## src/hdl/gedr_pkg.sv

```systemverilog
// ---------------------------------------------------------------------------
// gedr_pkg
// Shared types and constants for the gyro/encoder dead-reckoning unit.
// ---------------------------------------------------------------------------
package gedr_pkg;

    localparam logic [1:0] FUNC_TICK = 2'd0;
    localparam logic [1:0] FUNC_GYRO = 2'd1;
    localparam logic [1:0] FUNC_POS  = 2'd2;

    localparam logic CFG_SAMPLE_PERIOD = 1'b0;
    localparam logic CFG_MM_PER_TICK   = 1'b1;

    localparam logic signed [31:0] TWO_PI_Q16  = 32'sd411775;
    localparam logic signed [31:0] PI_Q16      = 32'sd205887;
    localparam logic signed [31:0] HALF_PI_Q16 = 32'sd102944;
    localparam logic signed [33:0] CORDIC_GAIN = 34'sh026DD3B6A;
    localparam int ATAN_LEN = 24;

    // reciprocal of 2*pi in Q16.16, rounded up; exact quotient for |heading| <= 2^31
    localparam int          RECIP_SHIFT  = 50;
    localparam int          QUOT_W       = 13;
    localparam logic [31:0] TWO_PI_RECIP =
        32'(((64'd1 << RECIP_SHIFT) + 64'd411774) / 64'd411775);

    typedef enum logic [2:0] {
        ST_IDLE,
        ST_EXEC,
        ST_WRAP,
        ST_REDUCE,
        ST_CORDIC,
        ST_MUL,
        ST_ACC,
        ST_OUT
    } gedr_state_t;

    // controller -> datapath
    typedef struct packed {
        logic load;       // capture input item
        logic exec;       // tick / gyro / distance, heading quotient
        logic wrap;       // heading remainder, wrap into +-pi
        logic reduce;     // fold heading into +-pi/2
        logic cordic;     // one rotation step
        logic mul;        // dist * cos / sin
        logic acc;        // update x/y
    } gedr_cmd_t;

    // datapath -> controller
    typedef struct packed {
        logic is_pos;
        logic cordic_done;
    } gedr_sts_t;

    function automatic logic signed [33:0] atan_q30(input logic [4:0] i);
        case (i)
            5'd0:  atan_q30 = 34'h03243F6A8;
            5'd1:  atan_q30 = 34'h01DAC6705;
            5'd2:  atan_q30 = 34'h00FADBAFC;
            5'd3:  atan_q30 = 34'h007F56EA6;
            5'd4:  atan_q30 = 34'h003FEAB76;
            5'd5:  atan_q30 = 34'h001FFD55B;
            5'd6:  atan_q30 = 34'h000FFFAAA;
            5'd7:  atan_q30 = 34'h0007FFF55;
            5'd8:  atan_q30 = 34'h0003FFFEA;
            5'd9:  atan_q30 = 34'h0001FFFFD;
            5'd10: atan_q30 = 34'h0000FFFFF;
            5'd11: atan_q30 = 34'h00007FFFF;
            5'd12: atan_q30 = 34'h00003FFFF;
            5'd13: atan_q30 = 34'h00001FFFF;
            5'd14: atan_q30 = 34'h00000FFFF;
            5'd15: atan_q30 = 34'h000007FFF;
            5'd16: atan_q30 = 34'h000003FFF;
            5'd17: atan_q30 = 34'h000001FFF;
            5'd18: atan_q30 = 34'h000000FFF;
            5'd19: atan_q30 = 34'h0000007FF;
            5'd20: atan_q30 = 34'h0000003FF;
            5'd21: atan_q30 = 34'h0000001FF;
            5'd22: atan_q30 = 34'h0000000FF;
            5'd23: atan_q30 = 34'h00000007F;
            default: atan_q30 = '0;
        endcase
    endfunction

    function automatic logic signed [31:0] sat32(input logic signed [34:0] v);
        if (v > 35'sd2147483647) begin
            sat32 = 32'h7FFFFFFF;
        end else if (v < -35'sd2147483648) begin
            sat32 = 32'h80000000;
        end else begin
            sat32 = v[31:0];
        end
    endfunction

endpackage

```

## src/hdl/gedr_ctrl.sv

```systemverilog
// ---------------------------------------------------------------------------
// gedr_ctrl
// Sequencer: execute, CORDIC for position items only, then output hand-off.
// ---------------------------------------------------------------------------
module gedr_ctrl (
    input  logic                  aclk,
    input  logic                  aresetn,
    input  logic                  in_fire,
    input  logic                  out_fire,
    input  gedr_pkg::gedr_sts_t   sts,
    output gedr_pkg::gedr_cmd_t   cmd,
    output logic                  in_ready,
    output logic                  out_valid
);
    import gedr_pkg::*;

    gedr_state_t state_reg, state_next;

    always_ff @(posedge aclk) begin
        if (!aresetn) begin
            state_reg <= ST_IDLE;
        end else begin
            state_reg <= state_next;
        end
    end

    always_comb begin
        state_next = state_reg;
        unique case (state_reg)
            ST_IDLE:   if (in_fire) state_next = ST_EXEC;
            ST_EXEC:   state_next = sts.is_pos ? ST_WRAP : ST_OUT;
            ST_WRAP:   state_next = ST_REDUCE;
            ST_REDUCE: state_next = ST_CORDIC;
            ST_CORDIC: if (sts.cordic_done) state_next = ST_MUL;
            ST_MUL:    state_next = ST_ACC;
            ST_ACC:    state_next = ST_OUT;
            ST_OUT:    if (out_fire) state_next = ST_IDLE;
            default:   state_next = ST_IDLE;
        endcase
    end

    always_comb begin
        cmd       = '0;
        in_ready  = 1'b0;
        out_valid = 1'b0;
        unique case (state_reg)
            ST_IDLE: begin
                in_ready = 1'b1;
                cmd.load = in_fire;
            end
            ST_EXEC:   cmd.exec   = 1'b1;
            ST_WRAP:   cmd.wrap   = 1'b1;
            ST_REDUCE: cmd.reduce = 1'b1;
            ST_CORDIC: cmd.cordic = 1'b1;
            ST_MUL:    cmd.mul    = 1'b1;
            ST_ACC:    cmd.acc    = 1'b1;
            ST_OUT:    out_valid  = 1'b1;
            default: ;
        endcase
    end

endmodule

```

## config.mk

```make
export PLATFORM = sky130hd
export DESIGN_NAME = gedr_ctrl
export DESIGN_NICKNAME = d
export VERILOG_FILES = /design/src/hdl/gedr_pkg.sv /design/src/hdl/gedr_ctrl.sv
export SDC_FILE = /design/constraint.sdc
export NUM_CORES = 1
export LEC_CHECK = 0
export BUFFER_PORTS_ARGS = -buffer_cell sky130_fd_sc_hd__buf_2
export CAP_MARGIN = 40
export CELL_PAD_IN_SITES_DETAIL_PLACEMENT = 0
export CELL_PAD_IN_SITES_GLOBAL_PLACEMENT = 1
export CORE_AREA = 2 2 39 41
export CTS_CLUSTER_SIZE = 8
export DETAILED_ROUTE_END_ITERATION = 10
export DIE_AREA = 0 0 41 43
export PLACE_DENSITY = 0.57
export SETUP_SLACK_MARGIN = 0.2
export SLEW_MARGIN = 40
export SYNTH_ARGS = -nofsm -noshare
export SYNTH_HDL_FRONTEND = slang
export SYNTH_SLANG_ARGS = --single-unit
```

## constraint.sdc

```tcl
create_clock -name aclk -period 1.2 [get_ports aclk]
set_input_delay 0.12 -clock aclk [delete_from_list [all_inputs] [get_ports aclk]]
set_output_delay 0.12 -clock aclk [all_outputs]
set_load 0.005 [all_outputs]
```

* After elaboration in Yosys (flattened, before gate mapping)
Index checks and enable logic that the tools add are counted.
** Storage, ports and cells
- Register bits :: 3
- Bits of input ports :: 6
- Output and inout bits :: 9
- Word-level logic and storage cells :: 27
** Operators by class
- Equality and inequality tests :: 10
- Mux-type cells :: 14
- Reduce and logical (&&, ||, !) cells :: 2
** Operator list (count)
- $pmux W3 S8 :: 1
- $eq A3 B3 Y1 const B :: 4
- $mux W3 :: 4
- $mux W1 :: 9
- $eq A3 B2 Y1 const B :: 2
- $ne A2 B2 Y1 const B :: 3
- $eq A3 B1 Y1 const B :: 1
- $logic_not A3 Y1 :: 1
- $reduce_and A3 Y1 :: 1

* Depth between registers and ports, before layout
- Word-level depth :: 3
- Mapped depth :: 4
- Gate-level depth less buffers :: 3

* Least setup slack after synthesis
Ideal clock, no wire load.
- Path kind :: register to register
- Start point :: register state_reg[2]
- End point :: register state_reg[1]
- Library setup time :: 0.137 ns
- Data arrival time :: 1.009 ns
- Data required time :: 1.063 ns
- Setup slack :: 0.054 ns
- Stages on the path, launching flop included :: 5
- Path buffers :: 1
- Clock period less this slack :: 1.146 ns
- Cell sequence :: dfxtp_1 > buf_6 > mux2_4 > o31ai_2 > a2111oi_2
** Between the ends
- Word-level cells in the longest chain between the ends :: 3
- Elaborated cells between the ends (all ways) :: 13
- Those cells by class :: eq/ne: 10; mux: 1; reduce/logical: 2
** RTL lines
- start: declaration :: RTL line gedr_ctrl.sv:17 : gedr_state_t state_reg, state_next;
- start signal: assignment :: RTL line gedr_ctrl.sv:23 : state_reg <= state_next;
- $eq A3 B3 Y1 / $logic_not A3 Y1 (equally long branches) :: RTL line gedr_ctrl.sv:29 : unique case (state_reg)
- $ne A2 B2 Y1 (no line)
- $reduce_and A3 Y1 (no line)
Parallel ways exist; a longest one is shown, timed or not.
A chain may end at the register's enable or synchronous reset.

==> reports/results.ini <==
[global_route]
grt_overflow = 0
antenna_found_initial = 0
grt_pass1_wl_um = 1145
grt_pass1_vias = 277
grt_max_degree = 8
track_usage_pct = 9.739

[floorplanning]
ios = 15
die_h_um = 43
start_util_pct = 17.63
die_w_um = 41
die-area_mm2 = 0.001763
core_area_mm2 = 0.001384
row_count = 14

[routing]
wirelength_um = 753
first_pass_iters = 2
wl_per_cell_um = 10.61
via_per_inst = 4.437
vias = 315
drt_iter0_drc = 1
ant_nets = 0
drc = 0

[sta]
setup_viol = 0
whs_ps = 80.74
max-slew-margin-rel_pct = 83.97
fin_crit_ps = 1164
max_freq_mhz = 858.9
hold_viol_final = 0
min_period_over_period_pct = 97.02
finalClockSkew_ps = 3.750
finalMaxSlewViolations = 0
rsz0062_at_grt = true
worstMarginPinSlew_ps = 239.9

[clock_network]
clockBufferDepth = 2
cts_tree = yes
h-tree-depth = 1
holdBufCountCts = 0
cts.sinks = 3
clock_latency_ps = 240
cts_buffers = 3
clk_pin_slew_ps = 40
clock-root-buffer = clkbuf_4

[logic_synthesis]
ys_seq_area_share_pct = 24.62
yosys_register_bits = 3
synthCells = 30
synth_top_family_by_area = simple AND/OR/NAND/NOR gates
syn_nets = 36
synth_compound_area_share_pct = 25.64
synthSimpleGateAreaFrac_pct = 30.26
muxShareOfSynthArea_pct = 6.154
synthAdderAreaFrac_pct = 0
synthTopCellsByArea = dfxtp_1 (25%), nor3b_1 (9.2%), nor3_1 (6.2%)
syn_area_um2 = 244.0
synth_top_area_share_pct = 24.62
ys_types = 18
synth-xor-area-share_pct = 0
yosysWarnings = 0
synth_area_leader_cell = dfxtp_1
syn_avg_cell_area_um2 = 8.133

[worst_setup_path]
critPathKind = reg2out
cp_slowest_cell = dfxtp_4
critPathArrivalTime_ps = 1040
path_max_fanout = 6
slowest_delay_ps = 370
path_cells = nor3_4, and2_4, buf_6
critPathCaptureType = output pin
crit_required_ps = 1080
start_kind = flop

[power_and_ir_drop]
p_leak_nw = 0.2420
power_w = 0.0006853
peakVddDrop_v = 0.0004410
pwr_density_cell_mw_per_mm2 = 1323

[final_layout]
nNetsFinal = 62
fillers = 149
antenna_cells = 0
drive_gt1_share_pct = 76.36
regArea_um2 = 71.32
syn_to_final_growth_pct = 112.3
multi_input_area_um2 = 210.2
largest_reg_flops = 3

[placed_design]
hpwl_um = 499.7
gp_congestion = 0.7000
portBuffers = 14

[hold_path]
hold_path.class = in2reg

[job]
drv.max_cap_violation_count = 0

[outcome]
outcome = finished, final reports clean

-- path summary, 6_finish.rpt --
check                    start      endpoint  slack (ps)  depth (start not counted)
setup / recovery  state_reg[2]        cmd[6]          40                          3
hold / removal          sts[0]  state_reg[1]          80                          2
setup reg to reg  state_reg[0]  state_reg[1]          70                          4
hold reg to reg   state_reg[2]  state_reg[2]         620                          2
-- placed cells by master (no fill, tap or decap), drive strengths merged --
cell type / n
nor2: 1
nor3: 3
a21oi: 2
and3: 1
and2: 1
dfxtp: 3
mux2: 1
inv: 3
o31ai: 1
a2111oi: 1
o21ai: 2
a31o: 1
buf: 24
nand2: 2
nor3b: 3
a31oi: 1
clkbuf: 4
and3b: 1
-- layer usage --
metal | wire length (µm) | track usage, % | up-vias
met5 | 0 | 0 | -
met4 | 10 | 8.000 | 0
li1 | - | - | 157
met3 | 37 | 1.571 | 2
met1 | 327 | 13.50 | 146
met2 | 377 | 12.50 | 10
-- Yosys cell counts --
library cell / number
dfxtp_1: 3
inv_1: 3
nor3_1: 3
nor3b_1: 3
a21oi_1: 2
buf_2: 2
nand2_1: 2
o21ai_0: 2
a2111oi_2: 1
a31o_1: 1
a31oi_1: 1
and2_4: 1
and3_2: 1
and3b_1: 1
buf_6: 1
mux2_4: 1
nor2_1: 1
o31ai_2: 1
-- worst max-delay path, delay by kind of cell, from the launching register on --
kind	cells	cell delay (ps)
flops	1	370
simple gates	2	360
buf+inv	1	80
-- kinds of logic (layout without fill, tap and decap cells) --
group,after synthesis,in the layout
and+or+nand+nor,12,12
AOI/OAI and AO/OA,8,8
muxes,1,1
DFF,3,3
buffers and inverters,6,31
-- metrics by stage --
step                      cell area [µm²]  TNS, ps  setup slack (ps)  cells  utilization [%]
after floorplan                     254.0        0             92.71     30                -
after global routing                518.0   -44.17            -14.44     71            37.43
after global placement              352.8        0             79.58     61            25.50
after detailed placement            352.8        0             58.41     61            25.50
after CTS                           499.2        0             29.20     71            36.08
final                               518.0        0             35.79     71            37.43
-- where the power goes --
group	switching, W	internal (W)
logic	0.000129	0.000208
clock network	0.0000530	0.000125
registers	0.0000460	0.000125
total	0.000228	0.000458
-- final cells by class --
type,count,area share [%]
clock buffer,4,5.072
multi-input combinational,21,40.58
tap,16,3.865
sequential,3,13.77
inverter,3,2.174
timing repair buffer,24,34.54
-- timing repair --
action                                  4_1_cts  5_1_grt
gates cloned                                  0        0
endpoints found under the setup margin       11       12
setup buffers                                 6        0
pin swaps                                     5        3
resized for setup                            20        5
No activity file was read; power rests on OpenSTA's default activity.
